<file path="src/rtl/aes_ram.sv">
// generic single-port-write ram with registered read
module aes_ram #(
  parameter int unsigned Width = 32,
  parameter int unsigned Depth = 60
) (
  input  logic                     clk_i,
  input  logic                     we_i,
  input  logic [$clog2(Depth)-1:0] waddr_i,
  input  logic [Width-1:0]         wdata_i,
  input  logic [$clog2(Depth)-1:0] raddr_i,
  output logic [Width-1:0]         rdata_o
);
  logic [Width-1:0] mem [Depth];

  always_ff @(posedge clk_i) begin
    if (we_i) begin
      mem[waddr_i] <= wdata_i;
    end
    rdata_o <= mem[raddr_i];
  end
endmodule

</file>
<file path="config.mk">
export PLATFORM = sky130hd
export DESIGN_NAME = aes_ram
export DESIGN_NICKNAME = d
export VERILOG_FILES = /design/src/rtl/aes_ram.sv
export SDC_FILE = /design/constraint.sdc
export NUM_CORES = 2
export LEC_CHECK = 0
export BUFFER_PORTS_ARGS = -buffer_cell sky130_fd_sc_hd__clkbuf_2
export CAP_MARGIN = 30
export CELL_PAD_IN_SITES_DETAIL_PLACEMENT = 0
export CELL_PAD_IN_SITES_GLOBAL_PLACEMENT = 2
export CORE_AREA = 2 2 499 501
export DETAILED_ROUTE_END_ITERATION = 10
export DIE_AREA = 0 0 501 503
export PLACE_DENSITY = 0.57
export SYNTH_ARGS = -nofsm -noshare
export SYNTH_HDL_FRONTEND = slang
export SYNTH_SLANG_ARGS = --single-unit
export TNS_END_PERCENT = 50
</file>
<file path="constraint.sdc">
create_clock -name clk_i -period 7.36 [get_ports clk_i]
set_input_delay 2.208 -clock clk_i [delete_from_list [all_inputs] [get_ports clk_i]]
set_output_delay 2.208 -clock clk_i [all_outputs]
set_load 0.01 [all_outputs]
</file>
Word level (Yosys, flattened, before mapping)

Memories as Yosys holds them, arrays and structs flattened. A register that Yosys moved wholly into a read port is not among the register bits.
Index checks and enable logic that the tools add are counted.

RAM bits: 1,920
Register bits: 0
Output and inout bits: 32
Memories: 1
Input bits: 46

Memory list:

| name | words | width | rd ports | clocked after memory_dff | write ports | RTL line | RTL |
|---|---|---|---|---|---|---|---|
| mem  | 60    | 32    | 1        | 1                        | 1           | 13       | `logic [Width-1:0] mem [Depth];` |

Muxes and demuxes: 2

Operators by type and width:

| cell              | count |
|---|---|
| two-way mux 1 bit | 2 |

Depth between registers and ports, before layout

Depth after elaboration: 2
Mapped depth: 10
Mapped depth without buffers: 5

Worst setup path before layout

No wires, ideal clock.

Path kind: input to register
Start point: input waddr_i[4]
End point: memory mem[32][0] (enable)
Arrival time: 4,886 ps
Required time: 6,899 ps
Stages on the path: 4
Path slack: 2,013 ps
Setup time: 461 ps
Cells stage by stage: clkbuf_1 nor2_1 nand4b_1 nor3_1

RTL lines:

| element            | RTL line | RTL |
|---|---|---|
| start: declaration | 8        | `input logic [$clog2(Depth)-1:0] waddr_i,` |
| end: declaration   | 13       |  |

Straight into the memory's write port.

==> flow_summary_export.csv <==
group,metric,value,unit
status,run_status,"finished clean",
synth,yosysSeqAreaShare,79.0,%
global_route,use_met2,26.7,%
timing,layout_min_cycle_time,4.56,ns
global_route,grt_pass1_wl,289000,um
final_layout,final_area,85700,um^2
timing,drv_slew,0,
global_route,use_met3,2.55,%
clocking,cts.sinks,1952,
synth,synth_top_area_cell,"edfxtp_1",
global_route,grt_pass1_vias,36002,
synth,yosys_warnings,0,
critical_path,critical_path.top_delay_family,"buffers and inverters",
timing,setup_slack,2.80,ns
global_route,grt_busiest_layer,"met2",
floorplanning,start_util,29.9,%
place,dpl_worst_slack,1.81,ns
timing,rsz0062_at_grt,"false",
critical_path,cp-end-kind,"flop",
critical_path,worstPathArrival,5.21,ns
synth,yosys_register_bits,1952,
critical_path,crit_buf_inv,2,
routing,vias,34867,
place,port_buffers,77,
clocking,hold_buffers,0,
clocking,cts-root-buf,"clkbuf_16",
critical_path,path_class,"in2reg",
floorplanning,rows,183,
worst_hold_path,hold_path_class,"reg2reg",
floorplanning,dieArea,252000,um^2
clocking,cts_setup_buffers,0,
floorplanning,ios,78,
power,p_per_area,272,nW/um^2
clocking,cts_tree,"done",
critical_path,slowest_delay,0.70,ns
synth,syn_area_per_cell,22.6,um^2
synth,syn-num-nets,3310,
final_layout,drive_gt1_share,29.1,%
power,peakVddDrop,202,uV
synth,synthTopCellsByCount,"edfxtp_1, mux4_2, a22oi_1",
routing,drt_first_pass_iters,5,
place,place_area,79400,um^2
clocking,cts_max_path_buffers,3,
clocking,cts_inserted_buffers,195,
timing,tightest_slew,0.976,ns
critical_path,crit_path_max_fanout,63,
final_layout,fin_nets,3553,
global_route,antenna_found_initial,4,
timing,fin_setup_tns,0,ns
timing,clock.fmax,219,MHz
synth,netlist_area,73800,um^2
global_route,grt.total_usage,16.3,%
critical_path,rr_startpoint,"mem[39][14]$_DFFE_PP_",
clocking,clk_pin_slew,0.06,ns
worst_hold_path,min-delay-start,"mem[59][6]$_DFFE_PP_",
synth,synthDistinctLibCells,38,
clocking,cts.repair.resized,0,
routing,wire_per_inst,29.8,um
final_layout,instances_no_fill,6917,
clocking,cts_htree_levels,4,
timing,hold_violations,0,
global_route,met1_usage,22.9,%
routing,drc,0,
synth,synth_flop_cell,"edfxtp_1",
routing,first_iter_violations,3388,
critical_path,crit_start,"raddr_i[1]",
timing,fin_skew,0.0289,ns
synth,post-synth-top-count-cell,"edfxtp_1",
critical_path,startpoint_type,"primary input",
final_layout,areaGrowthSynthToFinish,16.2,%
final_layout,post-route-util,34.7,%
run,maxCapViolCount,0,
global_route,grt_max_degree,120,
power,leakagePower,26.4,nW
clocking,clkLatencyLatePin,0.83,ns
timing,slew_headroom,34.8,%
critical_path,critical-path-slowest-cell,"buf_4",
routing,ant_nets,0,
timing,setup_viol,0,
synth,synthTopCellsByArea,"edfxtp_1, mux4_2, a22oi_1",
critical_path,required,8.01,ns
floorplanning,core,247000,um^2
routing,via_per_inst,5.04,
synth,synth_top_area_share,78.1,%
routing,wl,206000,um
place,gp_congestion,0.733,
critical_path,crit_chain,"buf_8 -> buf_4 -> mux4_2 -> a22oi_1 -> nand2_1 -> a21oi_1 -> o211ai_1",
place,dp_hpwl,118000,um
synth,synth_async_sr_flop_share,0,%
global_route,gr-total-overflow,0,
timing,period_share,62.0,%
floorplanning,die_x,501,um
floorplanning,die_height,503,um
place,dp_cells,6547,
synth,synthCells,3264,
synth,synth_edf_count,1920,
-- sequential cells by signal, summed over array words and instances (netlist names) --
| signal | flops |
|---|---|
| rdata_o | 32 |
| mem | 1920 |
-- per-stage QoR --
| step | total power, W | hold WS, ns |
|---|---|---|
| after CTS | 0.0236 | 0.829 |
| after global placement | 0.0137 | 0.813 |
| after detailed placement | 0.0137 | 0.815 |
| after floorplan | 0.0132 | 0.770 |
| after global routing | 0.0241 | 0.870 |
| final | 0.0234 | 0.820 |
-- cells in the final DEF, fill, tap and decap left out, types with 15 or more instances in the layout --
cell	instances
o21ai_1	18
a221oi_1	19
a21oi_1	45
buf_4	130
o211a_1	19
clkbuf_1	46
a31oi_1	19
o21a_1	19
o211ai_1	32
bufinv_16	15
mux2i_1	38
clkinv_1	37
o21ai_0	65
nand2_1	62
edfxtp_1	1920
clkbuf_16	196
a22o_1	26
nor2_1	23
and3_1	19
clkbuf_2	73
nor2_4	61
nand3_1	43
buf_12	19
a22oi_1	109
clkinv_2	37
mux4_2	461
dfxtp_1	32
-- cell type report --
cell class / instances / area (um^2)
repair buffers: 235 / 2040
diodes: 4 / 10.0
multi-input cells: 1120 / 15000
clock buffers: 256 / 5270
inverters: 3 / 11.3
well taps: 3237 / 4050
fillers: 22834 / 161000
clock inverters: 110 / 1060
flip-flops and latches: 1952 / 58300
-- path summary, 6_finish.rpt --
path                              end  slack, ns  cells past startpoint
setup / recovery  rdata_o[14]$_DFF_P_       2.80                      7
hold / removal     rdata_o[6]$_DFF_P_       0.82                      4
setup reg to reg  rdata_o[14]$_DFF_P_       5.12                      5
hold reg to reg    rdata_o[6]$_DFF_P_       0.82                      4
-- worst reg2reg max path, stage by stage (launching register included) --
cell      delay (ns)
edfxtp_1        0.36
mux4_2          0.48
a22oi_1         0.32
nand2_1         0.22
a21oi_1         0.46
o211ai_1        0.21
-- metal layers --
layer | routed length [um] | up-vias
met5 | 0 | -
met4 | 3370 | 0
met3 | 10700 | 223
met2 | 100000 | 983
met1 | 91900 | 19202
li1 | - | 14459
-- power breakdown --
group	switching, W	internal, W
Clock	0.00430	0.00559
Combinational	0.000723	0.000394
Sequential	0.0000470	0.0123
-- logic make-up after synthesis --
logic type | count (synthesis) | synth area share, %
compound gates | 384 | 3.60
mux | 499 | 14.6
buf+inv | 192 | 1.38
flops | 1952 | 79.0
simple gates | 237 | 1.45
Power figures use the tool's default switching activity.
