File: config.mk
export PLATFORM = sky130hd
export DESIGN_NAME = aes_ctrl
export DESIGN_NICKNAME = d
export VERILOG_FILES = /design/src/rtl/aes_pkg.sv /design/src/rtl/aes_ctrl.sv
export SDC_FILE = /design/constraint.sdc
export NUM_CORES = 1
export LEC_CHECK = 0
export BUFFER_PORTS_ARGS = -buffer_cell sky130_fd_sc_hd__clkbuf_2
export CAP_MARGIN = 20
export CORE_UTILIZATION = 40
export CTS_CLUSTER_DIAMETER = 30
export DETAILED_ROUTE_END_ITERATION = 12
export HOLD_SLACK_MARGIN = 0.15
export PLACE_DENSITY_LB_ADDON = 0.12
export SLEW_MARGIN = 5
export SYNTH_ARGS = -nofsm -noshare
export SYNTH_HDL_FRONTEND = slang
export SYNTH_SLANG_ARGS = --single-unit
File: constraint.sdc
create_clock -name clk_i -period 3.1 [get_ports clk_i]
set_input_delay 0.31 -clock clk_i [delete_from_list [all_inputs] [get_ports clk_i]]
set_output_delay 0.31 -clock clk_i [all_outputs]
set_load 0.02 [all_outputs]
File: src/rtl/aes_pkg.sv
// shared types, constants and byte-level functions for the aes block cipher unit
package aes_pkg;

  localparam int unsigned KeyWordsMax = 60;
  localparam int unsigned KeyAddrW    = $clog2(KeyWordsMax);
  localparam int unsigned CfgIdxW     = 3;

  typedef enum logic [CfgIdxW-1:0] {
    REG_KEY_LENGTH = 3'd0,
    REG_KEY_0_7    = 3'd1,
    REG_KEY_8_15   = 3'd2,
    REG_KEY_16_23  = 3'd3,
    REG_KEY_24_31  = 3'd4
  } cfg_reg_e;

  typedef enum logic [1:0] {
    KEY_128 = 2'd0,
    KEY_192 = 2'd1,
    KEY_256 = 2'd2
  } key_len_e;

  typedef enum logic [2:0] {
    ST_IDLE,
    ST_EXPAND,
    ST_LOAD,
    ST_ROUND,
    ST_DONE
  } ctrl_state_e;

  typedef enum logic [1:0] {
    RND_FIRST,
    RND_MID,
    RND_LAST
  } round_kind_e;

  typedef logic [7:0] byte_t;

  function automatic byte_t xtime(byte_t x);
    xtime = {x[6:0], 1'b0} ^ (x[7] ? 8'h1b : 8'h00);
  endfunction

  function automatic byte_t sbox_fwd(byte_t x);
    logic [7:0] t [256];
    t = '{
      8'h63,8'h7c,8'h77,8'h7b,8'hf2,8'h6b,8'h6f,8'hc5,8'h30,8'h01,8'h67,8'h2b,8'hfe,8'hd7,8'hab,8'h76,
      8'hca,8'h82,8'hc9,8'h7d,8'hfa,8'h59,8'h47,8'hf0,8'had,8'hd4,8'ha2,8'haf,8'h9c,8'ha4,8'h72,8'hc0,
      8'hb7,8'hfd,8'h93,8'h26,8'h36,8'h3f,8'hf7,8'hcc,8'h34,8'ha5,8'he5,8'hf1,8'h71,8'hd8,8'h31,8'h15,
      8'h04,8'hc7,8'h23,8'hc3,8'h18,8'h96,8'h05,8'h9a,8'h07,8'h12,8'h80,8'he2,8'heb,8'h27,8'hb2,8'h75,
      8'h09,8'h83,8'h2c,8'h1a,8'h1b,8'h6e,8'h5a,8'ha0,8'h52,8'h3b,8'hd6,8'hb3,8'h29,8'he3,8'h2f,8'h84,
      8'h53,8'hd1,8'h00,8'hed,8'h20,8'hfc,8'hb1,8'h5b,8'h6a,8'hcb,8'hbe,8'h39,8'h4a,8'h4c,8'h58,8'hcf,
      8'hd0,8'hef,8'haa,8'hfb,8'h43,8'h4d,8'h33,8'h85,8'h45,8'hf9,8'h02,8'h7f,8'h50,8'h3c,8'h9f,8'ha8,
      8'h51,8'ha3,8'h40,8'h8f,8'h92,8'h9d,8'h38,8'hf5,8'hbc,8'hb6,8'hda,8'h21,8'h10,8'hff,8'hf3,8'hd2,
      8'hcd,8'h0c,8'h13,8'hec,8'h5f,8'h97,8'h44,8'h17,8'hc4,8'ha7,8'h7e,8'h3d,8'h64,8'h5d,8'h19,8'h73,
      8'h60,8'h81,8'h4f,8'hdc,8'h22,8'h2a,8'h90,8'h88,8'h46,8'hee,8'hb8,8'h14,8'hde,8'h5e,8'h0b,8'hdb,
      8'he0,8'h32,8'h3a,8'h0a,8'h49,8'h06,8'h24,8'h5c,8'hc2,8'hd3,8'hac,8'h62,8'h91,8'h95,8'he4,8'h79,
      8'he7,8'hc8,8'h37,8'h6d,8'h8d,8'hd5,8'h4e,8'ha9,8'h6c,8'h56,8'hf4,8'hea,8'h65,8'h7a,8'hae,8'h08,
      8'hba,8'h78,8'h25,8'h2e,8'h1c,8'ha6,8'hb4,8'hc6,8'he8,8'hdd,8'h74,8'h1f,8'h4b,8'hbd,8'h8b,8'h8a,
      8'h70,8'h3e,8'hb5,8'h66,8'h48,8'h03,8'hf6,8'h0e,8'h61,8'h35,8'h57,8'hb9,8'h86,8'hc1,8'h1d,8'h9e,
      8'he1,8'hf8,8'h98,8'h11,8'h69,8'hd9,8'h8e,8'h94,8'h9b,8'h1e,8'h87,8'he9,8'hce,8'h55,8'h28,8'hdf,
      8'h8c,8'ha1,8'h89,8'h0d,8'hbf,8'he6,8'h42,8'h68,8'h41,8'h99,8'h2d,8'h0f,8'hb0,8'h54,8'hbb,8'h16
    };
    sbox_fwd = t[x];
  endfunction

  function automatic byte_t sbox_inv(byte_t x);
    logic [7:0] t [256];
    t = '{
      8'h52,8'h09,8'h6a,8'hd5,8'h30,8'h36,8'ha5,8'h38,8'hbf,8'h40,8'ha3,8'h9e,8'h81,8'hf3,8'hd7,8'hfb,
      8'h7c,8'he3,8'h39,8'h82,8'h9b,8'h2f,8'hff,8'h87,8'h34,8'h8e,8'h43,8'h44,8'hc4,8'hde,8'he9,8'hcb,
      8'h54,8'h7b,8'h94,8'h32,8'ha6,8'hc2,8'h23,8'h3d,8'hee,8'h4c,8'h95,8'h0b,8'h42,8'hfa,8'hc3,8'h4e,
      8'h08,8'h2e,8'ha1,8'h66,8'h28,8'hd9,8'h24,8'hb2,8'h76,8'h5b,8'ha2,8'h49,8'h6d,8'h8b,8'hd1,8'h25,
      8'h72,8'hf8,8'hf6,8'h64,8'h86,8'h68,8'h98,8'h16,8'hd4,8'ha4,8'h5c,8'hcc,8'h5d,8'h65,8'hb6,8'h92,
      8'h6c,8'h70,8'h48,8'h50,8'hfd,8'hed,8'hb9,8'hda,8'h5e,8'h15,8'h46,8'h57,8'ha7,8'h8d,8'h9d,8'h84,
      8'h90,8'hd8,8'hab,8'h00,8'h8c,8'hbc,8'hd3,8'h0a,8'hf7,8'he4,8'h58,8'h05,8'hb8,8'hb3,8'h45,8'h06,
      8'hd0,8'h2c,8'h1e,8'h8f,8'hca,8'h3f,8'h0f,8'h02,8'hc1,8'haf,8'hbd,8'h03,8'h01,8'h13,8'h8a,8'h6b,
      8'h3a,8'h91,8'h11,8'h41,8'h4f,8'h67,8'hdc,8'hea,8'h97,8'hf2,8'hcf,8'hce,8'hf0,8'hb4,8'he6,8'h73,
      8'h96,8'hac,8'h74,8'h22,8'he7,8'had,8'h35,8'h85,8'he2,8'hf9,8'h37,8'he8,8'h1c,8'h75,8'hdf,8'h6e,
      8'h47,8'hf1,8'h1a,8'h71,8'h1d,8'h29,8'hc5,8'h89,8'h6f,8'hb7,8'h62,8'h0e,8'haa,8'h18,8'hbe,8'h1b,
      8'hfc,8'h56,8'h3e,8'h4b,8'hc6,8'hd2,8'h79,8'h20,8'h9a,8'hdb,8'hc0,8'hfe,8'h78,8'hcd,8'h5a,8'hf4,
      8'h1f,8'hdd,8'ha8,8'h33,8'h88,8'h07,8'hc7,8'h31,8'hb1,8'h12,8'h10,8'h59,8'h27,8'h80,8'hec,8'h5f,
      8'h60,8'h51,8'h7f,8'ha9,8'h19,8'hb5,8'h4a,8'h0d,8'h2d,8'he5,8'h7a,8'h9f,8'h93,8'hc9,8'h9c,8'hef,
      8'ha0,8'he0,8'h3b,8'h4d,8'hae,8'h2a,8'hf5,8'hb0,8'hc8,8'heb,8'hbb,8'h3c,8'h83,8'h53,8'h99,8'h61,
      8'h17,8'h2b,8'h04,8'h7e,8'hba,8'h77,8'hd6,8'h26,8'he1,8'h69,8'h14,8'h63,8'h55,8'h21,8'h0c,8'h7d
    };
    sbox_inv = t[x];
  endfunction

  function automatic logic [31:0] sub_word(logic [31:0] w);
    sub_word = {sbox_fwd(w[31:24]), sbox_fwd(w[23:16]), sbox_fwd(w[15:8]), sbox_fwd(w[7:0])};
  endfunction

endpackage

File: src/rtl/aes_ctrl.sv
// sequencer: key expansion, round counting and handshakes
module aes_ctrl (
  input  logic                          clk_i,
  input  logic                          rst_ni,
  input  logic                          in_valid_i,
  input  logic                          out_ready_i,
  input  logic                          stale_i,
  input  logic [1:0]                    key_length_i,
  output logic                          in_ready_o,
  output logic                          out_valid_o,
  output aes_pkg::ctrl_state_e          state_o,
  output logic [3:0]                    round_o,
  output logic [3:0]                    nr_o,
  output logic [5:0]                    exp_idx_o,
  output logic [3:0]                    nk_o,
  output logic                          exp_last_o
);
  import aes_pkg::*;

  ctrl_state_e st_q, st_d;
  logic [3:0]  round_q, round_d;
  logic [5:0]  exp_q, exp_d;
  logic [1:0]  code;
  logic [5:0]  total;

  assign code  = (key_length_i == 2'd3) ? 2'(KEY_256) : key_length_i;
  assign nk_o  = 4'd4 + {1'b0, code, 1'b0};
  assign nr_o  = nk_o + 4'd6;
  assign total = {nr_o + 4'd1, 2'b00};
  assign exp_last_o = (exp_q == total - 6'd1);

  always_comb begin
    st_d    = st_q;
    round_d = round_q;
    exp_d   = exp_q;
    case (st_q)
      ST_IDLE: begin
        if (in_valid_i) begin
          if (stale_i) begin
            st_d  = ST_EXPAND;
            exp_d = '0;
          end else begin
            st_d = ST_LOAD;
          end
          round_d = '0;
        end
      end
      ST_EXPAND: begin
        exp_d = exp_q + 6'd1;
        if (exp_last_o) begin
          st_d = ST_LOAD;
        end
      end
      ST_LOAD:  st_d = ST_ROUND;
      ST_ROUND: begin
        round_d = round_q + 4'd1;
        if (round_q == nr_o) begin
          st_d = ST_DONE;
        end
      end
      ST_DONE: begin
        if (out_ready_i) begin
          st_d = ST_IDLE;
        end
      end
      default: st_d = ST_IDLE;
    endcase
  end

  always_comb begin
    in_ready_o  = (st_q == ST_IDLE);
    out_valid_o = (st_q == ST_DONE);
  end

  assign state_o   = st_q;
  assign round_o   = round_q;
  assign exp_idx_o = exp_q;

  always_ff @(posedge clk_i or negedge rst_ni) begin
    if (!rst_ni) begin
      st_q    <= ST_IDLE;
      round_q <= '0;
      exp_q   <= '0;
    end else begin
      st_q    <= st_d;
      round_q <= round_d;
      exp_q   <= exp_d;
    end
  end
endmodule
# Yosys cells after proc, flatten, opt, wreduce, memory -nomap -nowiden
# Cells that the tools add are included.
[word_totals]
inputBits = 7
output_inout_bits = 24
wordCells = 39
regBits = 13
[op_classes]
eq_ne = 12
n_mux = 12
n_reduce_logical = 6
add_sub_neg = 6
[ops]
columns = ["op", "n"]
rows = [
  ["$pmux 3 s5", 1],
  ["$mux 3", 4],
  ["$mux 6", 2],
  ["$pmux 6 s2", 1],
  ["$ne 2x2->1 const B", 5],
  ["$add 4x1->4 const B", 2],
  ["$pmux 4 s2", 1],
  ["$add 6x1->6 const B", 1],
  ["$eq 3x2->1 const B", 2],
  ["$eq 6x6->1", 1],
  ["$sub 6x1->6 const B", 1],
  ["$add 3x3->4 const A", 1],
  ["$add 4x3->4 const B", 1],
  ["$eq 4x4->1", 1],
  ["$mux 2", 2],
  ["$mux 4", 1],
  ["$reduce_and 4->1", 1],
  ["$reduce_bool 2->1", 2],
  ["$eq 3x1->1 const B", 1],
  ["$eq 3x3->1 const B", 1],
  ["$logic_not 3->1", 1],
  ["$reduce_and 3->1", 1],
  ["$eq 2x2->1 const B", 1],
  ["$reduce_and 2->1", 1],
]

# Logic depth before layout (Yosys ltp)
# Gate-level depths: netlist (run 1).
[depth]
word_depth = 9
depth_mapped = 6
mapped_depth_nobuf = 5

# Worst setup path after synthesis (run 1)
# Ideal clock, no wire load.
[synth_timing]
path_kind = "flip-flop to flip-flop"
from = "register st_q[2], in the netlist state_o[2]"
to = "register exp_q[0], in the netlist exp_idx_o[0]"
synth_period_minus_slack_ns = 1.888
arrival_ns = 1.753
path_stages_with_launch = 7
required_ns = 2.965
n_path_buf = 2
setup_ns = 0.135
slack_ns = 1.212
path_cell_list = "dfrtp_1 buf_2 nor3_1 and3_1 clkbuf_1 nand3b_1 o21ai_0"
[synth_between]
elab_chain_len = 3
elab_cells_between_ends = 7
cone_classes = "3 x eq/ne; 1 x mux; 3 x reduce/logical"
[synth_rtl]
columns = ["element", "line", "text"]
rows = [
  ["start: declaration", "aes_ctrl.sv:20", "ctrl_state_e st_q, st_d;"],
  ["start signal: assignment", "aes_ctrl.sv:85", "st_q <= st_d;"],
  ["$logic_not 3->1 (*)", "n/a", ""],
  ["via in_ready_o", "aes_ctrl.sv:9", "output logic in_ready_o,"],
  ["$ne 2x2->1 (no line) / $reduce_bool 2->1 (equally long branches)", "n/a", ""],
  ["$reduce_and 3->1 (no line)", "n/a", ""],
  ["end signal: assignment", "aes_ctrl.sv:87", "exp_q <= exp_d;"],
  ["end: declaration", "aes_ctrl.sv:22", "logic [5:0] exp_q, exp_d;"],
]
# The timed path passes the listed nets; every way through them passes the cells marked *.
# A chain may end at the register's enable or synchronous reset.

# Worst setup path in the final report (run 1)
[layout_timing]
from = "register exp_q[4], in the netlist exp_idx_o[4]"
to = "output port exp_last_o"
[layout_between]
elab_chain_len = 1
[layout_rtl]
columns = ["element", "line", "text"]
rows = [
  ["$eq 6x6->1", "aes_ctrl.sv:30", "assign exp_last_o = (exp_q == total - 6'd1);"],
  ["end: declaration", "aes_ctrl.sv:16", "output logic exp_last_o"],
]
# Every way passes these cells.

==> impl_metrics.csv, run 1 <==
group,metric,value,unit
run_status,status,"finished clean",
finish,finalNetCount,126,
worst_setup_path,worst_setup_path_start_kind,"register",
synth,avgSynthCellArea,9.05,µm²
finish,drive_gt1_share,30.2,%
worst_setup_path,critPathKind,"register to primary output",
worst_setup_path,cp.required,2790,ps
worst_setup_path,worstPathCellList,"or4b_4, a31oi_4, clkbuf_2",
timing,setup_tns,0,ps
clock_tree,cts.sinks,13,
global_routing,grtUsageMet1,24.8,%
timing,drv_slew,0,
synth,yosys_most_used_dff,"dfrtp_1",
routing,drt_iter0_markers,1,
floorplan,die_width,47.4,µm
worst_setup_path,cpLargestDelayFamily,"simple AND/OR/NAND/NOR gates",
flow_run,drv_cap,0,
floorplan,die_area,0.00224,mm²
floorplan,ios,31,
global_routing,grt_max_degree,14,
worst_setup_path,crit_fanout,6,
clock_tree,ctsHoldBuffers,1,
worst_setup_path,crit_path_end_kind,"primary output",
floorplan,fp.dieH,47.4,µm
clock_tree,clk_latency,270,ps
synth,ys_ff_latch,13,
finish,area_growth_syn_to_layout,19.1,%
power_and_ir_drop,ir_drop,608,µV
clock_tree,cts_tree,"yes",
finish,layout.cells.most_common_list,"clkbuf_2, dfrtp_1, nor2_1",
global_routing,top_usage_layer,"met2",
routing,dr.pass1.iters,3,
global_routing,use_met2,28.5,%
clock_tree,cts_max_level,1,
worst_setup_path,slowest_stage,"or4b_4",
global_routing,overflow,0,
global_routing,grt_use_total,18.0,%
synth,postSynthCellCount,91,
timing,fin_skew,3.91,ps
routing,vias,721,
routing,drcViolationCount,0,
finish,layout_commonest_cell,"clkbuf_2",
floorplan,core_area,0.00194,mm²
worst_setup_path,worst-path-buf-inv,1,
worst_setup_path,cp.arrival,1680,ps
floorplan,rows,16,
timing,max_freq,503,MHz
timing,slew_headroom,64.5,%
placement,gp_congestion,0.886,
finish,final_area,981,µm²
timing,setup_viol,0,
timing,post-route-period-util,64.2,%
clock_tree,cts_setup_buffers,0,
synth,yosysWarningCount,0,
synth,synth_cell_types,37,
routing,wl,1.77,mm
synth,synth_enable_flop_cells,0,
timing,finalHoldViolCount,0,
clock_tree,post_cts_resized,0,
placement,dp_hpwl,1.30,mm
global_routing,gr-usage-met3,2.31,%
synth,synth-async-reset-ratio,100,%
power_and_ir_drop,power_density,1040,mW/mm²
global_routing,grt_antenna_before_repair,0,
routing,antenna_left,0,
global_routing,grt_pass1_wl,2.78,mm
finish,fillCellCount,218,
routing,via_per_inst,5.04,
power_and_ir_drop,leakagePower,0.466,nW
global_routing,grt_pass1_vias,621,
clock_tree,cts_buffer_depth,2,
synth,netlist_area,823,µm²
worst_setup_path,max_stage_delay,520,ps
clock_tree,clk_pin_slew,80,ps
worst_hold_path,hp-class,"primary input to register",
clock_tree,cts_buffers,3,
placement,port-buffer-count,27,
floorplan,initial_core_util,42.4,%
timing,worst_slew_pin_slew,531,ps
finish,diodes,0,
timing,rsz0062_at_grt,"false",
clock_tree,cts_root_buf,"clkbuf_4",
timing,fin_crit,1990,ps
routing,wire_per_inst,12.3,µm
placement,place_area,945,µm²
synth,synth.yosys.seq_area_share,39.5,%
## metrics by stage
| stage | instances | setup slack (ps) | hold slack (ps) | util (%) | power (mW) |
|---|---|---|---|---|---|
| after global routing | 143 | 1040 | 400 | 50.5 | 1.11 |
| after detailed placement | 138 | 1350 | 239 | 48.6 | 0.920 |
| after global placement | 138 | 1370 | 228 | 48.6 | 0.908 |
| final | 143 | 1110 | 387 | 50.5 | 1.02 |
| after CTS | 143 | 1100 | 383 | 50.5 | 1.03 |
| after floorplan | 92 | 1210 | 14.4 | - | 0.766 |
## cell type report
type,count,area [µm²],share of cell area (%)
Multi-Input combinational cell,67,435,44.4
Sequential cell,13,325,33.2
Tap cell,27,33.8,3.44
Timing Repair Buffer,28,145,14.8
Inverter,4,15.0,1.53
Clock buffer,4,26.3,2.68
## state kept, by name, summed over array words and instances (netlist names)
| register | count |
|---|---|
| exp_idx_o | 6 |
| state_o | 3 |
| round_o | 4 |
## Yosys cell counts (all sizes together) (2+ instances only)
master | number | share of area, %
dfrtp | 13 | 40
nor2 | 9 | 4.1
buf | 6 | 4.6
nand2 | 6 | 2.7
a21oi | 4 | 2.4
inv | 4 | 1.8
nand4 | 4 | 3.0
o21ai | 4 | 2.4
xor2 | 4 | 4.3
a31oi | 3 | 4.1
nand3 | 3 | 1.8
and2 | 2 | 1.5
and3 | 2 | 1.5
conb | 2 | 0.91
ha | 2 | 3.0
nand2b | 2 | 1.5
nand3b | 2 | 1.8
nor3 | 2 | 1.2
nor3b | 2 | 1.8
## metal layers
layer / vias to the layer above / routed length [µm]
met5: - / 0
met4: 0 / 13
met1: 340 / 845
met2: 12 / 861
met3: 2 / 46
li1: 367 / -
## report_power, final
part	leakage (nW)	switching [mW]	total, mW	internal (mW)
sequential	0.154	0.141	0.395	0.254
clock	0.0150	0.0564	0.106	0.0498
combinational	0.298	0.310	0.519	0.208
total	0.466	0.508	1.02	0.513
## kinds of logic after synthesis
logic type / count (synthesis) / share of synthesized area (%)
buffers and inverters: 12 / 8.05
muxes: 1 / 1.22
DFF: 13 / 39.5
AOI/OAI and AO/OA: 16 / 14.1
and+or+nand+nor: 41 / 28.9
xor gates and xnor gates: 4 / 4.25
other: 2 / 0.912
adders and majority gates: 2 / 3.04
## worst paths after layout
path,start,to,slack [ps],cells past startpoint
max,exp_idx_o[4],exp_last_o,1110,3
min,out_ready_i,state_o[2],390,3
max reg2reg,exp_idx_o[4],state_o[0],1560,4
min reg2reg,round_o[3],round_o[3],550,1
max in group asynchronous,rst_ni,exp_idx_o[0],2360,2
min in group asynchronous,rst_ni,round_o[2],480,2
## tightest hold or removal path, delay by kind of cell
| family | cells | cell delay, ps |
|---|---|---|
| AOI/OAI and AO/OA | 1 | 200 |
| and+or+nand+nor | 1 | 30 |
| buffers and inverters | 1 | 80 |
Power figures use the tool's default switching activity.
==> inputs of run 2 (changes only) <==
Clock period 3.1 ns to 1.7 ns, I/O delays scaled along.
==> run 2 against run 1 <==
Compared with the run above:
- sequential share of layout area shrank 2.1 points
- via count grew 3.1%
- critical path depth is the same
- setup slack lost 1100 ps
- routed wire length grew 1.1%
- worst hold slack lost 150 ps
- critical path type unchanged
- critical endpoint unchanged
==> impl_metrics.csv, run 2 (synthesis gave the netlist of run 1 again) <==
group,metric,value,unit
clock_tree,cts_max_level,1,
floorplan,ios,31,
timing,fin_skew,0.887,ps
finish,largest_reg_flops,6,
placement,place_area,987,µm²
worst_setup_path,max_stage_delay,490,ps
finish,final_core_util,54.0,%
worst_hold_path,hp-class,"primary input to register",
global_routing,grt_pass1_vias,588,
worst_setup_path,cp.required,1530,ps
worst_setup_path,cp.arrival,1490,ps
floorplan,die_area,0.00224,mm²
worst_setup_path,critPathKind,"register to primary output",
finish,diodes,0,
floorplan,die_width,47.4,µm
placement,gp_congestion,0.767,
floorplan,core_area,0.00194,mm²
finish,area_growth_syn_to_layout,27.4,%
power_and_ir_drop,leakagePower,0.506,nW
finish,finalNetCount,133,
clock_tree,cts.sinks,13,
finish,multi_input_area,440,µm²
finish,layout.cells.most_common_list,"clkbuf_2, dfrtp_1, nor2_1",
timing,rsz0062_at_grt,"false",
global_routing,grt_use_total,17.5,%
flow_run,drv_cap,0,
placement,port-buffer-count,27,
worst_setup_path,worst_setup_path_start_kind,"register",
timing,finalHoldViolCount,0,
floorplan,rows,16,
finish,final_area,0.00105,mm²
routing,drcViolationCount,0,
global_routing,grt_pass1_wl,2.64,mm
finish,drive_gt1_share,35.0,%
routing,dr.pass1.iters,6,
clock_tree,cts_buffer_depth,2,
run_status,status,"finished clean",
floorplan,initial_core_util,42.4,%
floorplan,fp.dieH,47.4,µm
global_routing,grt_antenna_before_repair,0,
clock_tree,clk_pin_slew,80,ps
routing,vias,743,
routing,wl,1.79,mm
clock_tree,cts_tree,"yes",
worst_setup_path,crit_fanout,2,
power_and_ir_drop,ir_drop,870,µV
timing,post-route-period-util,97.5,%
worst_setup_path,crit_path_end_kind,"primary output",
routing,via_per_inst,4.95,
placement,dp_hpwl,1.33,mm
clock_tree,cts_root_buf,"clkbuf_4",
finish,layout_commonest_cell,"clkbuf_2",
worst_setup_path,slowest_stage,"or4b_4",
worst_setup_path,worst-path-buf-inv,1,
routing,drt_iter0_markers,12,
worst_setup_path,worstPathCellList,"or4b_4, a31oi_4, buf_8",
routing,wire_per_inst,11.9,µm
global_routing,grt_max_degree,14,
clock_tree,clk_latency,270,ps
timing,fin_crit,1660,ps
finish,seqCellArea,325,µm²
timing,holdWs,237,ps
clock_tree,cts_buffers,3,
power_and_ir_drop,power_density,1870,mW/mm²
power_and_ir_drop,totalPowerFinal,1.96,mW
global_routing,overflow,0,
finish,fillCellCount,196,
worst_setup_path,cpLargestDelayFamily,"simple AND/OR/NAND/NOR gates",
timing,setup_viol,0,
timing,drv_slew,0,
routing,antenna_left,0,
timing,max_freq,603,MHz
[run 2: changes by cell type in the layout (fill, tap and decap cells not counted)]
cell,previous run,this run
nor3_1,2,1
clkbuf_2,27,26
nor3_2,0,1
buf_4,0,7
buf_8,0,1
[run 2: final timing paths]
path                              startpoint    endpoint  slack, ps  depth (start not counted)
max in group asynchronous             rst_ni  round_o[0]       1120                          2
worst min-delay path             out_ready_i  state_o[2]        240                          3
worst max register to register  exp_idx_o[4]  state_o[0]         90                          6
worst max-delay path            exp_idx_o[4]  exp_last_o         40                          3
min in group asynchronous             rst_ni  round_o[3]        330                          2
worst min register to register    round_o[3]  round_o[3]        540                          1
[run 2: metrics by stage]
stage                     setup TNS, ps  setup slack (ps)  std cells
final                                 0              42.8        150
after global routing                  0              2.16        150
after CTS                         -6.03             -6.03        150
after detailed placement              0               239        143
after global placement                0               261        143
after floorplan                       0              19.5         92
[run 2: power breakdown]
group	total [mW]	switching [mW]	internal, mW	leakage, nW
sequential	0.671	0.207	0.464	0.154
combinational	1.09	0.636	0.458	0.338
clock	0.197	0.106	0.0909	0.0150
total	1.96	0.949	1.01	0.506
[run 2: cell type report]
cell class / count / share of cell area, %
Multi-Input combinational cell: 67 / 42.0
Tap cell: 27 / 3.22
Timing Repair Buffer: 35 / 19.8
Inverter: 4 / 1.43
Clock buffer: 4 / 2.51
Sequential cell: 13 / 31.0
[run 2: metal layers]
layer	GRT usage [%]	routed length [µm]	vias up
met5	0	0	-
met4	8.57	13	0
met3	4.62	113	2
met2	23.6	766	29
met1	25.4	891	336
li1	-	-	376
[run 2: repair_timing]
action,CTS,global route
hold buffers,1,0
pin swaps,1,0
gates resized for setup,2,1
setup buffers,2,0
setup endpoints to repair,1,1
endpoints found under the hold margin,13,0
[run 2: worst reg2reg max path, stage by stage, from the launching register on]
cell and delay (ps):
dfrtp_1 380, or4b_4 490, a31oi_4 210, buf_4 140, buf_4 100, o21ai_1 50
and2_1 150
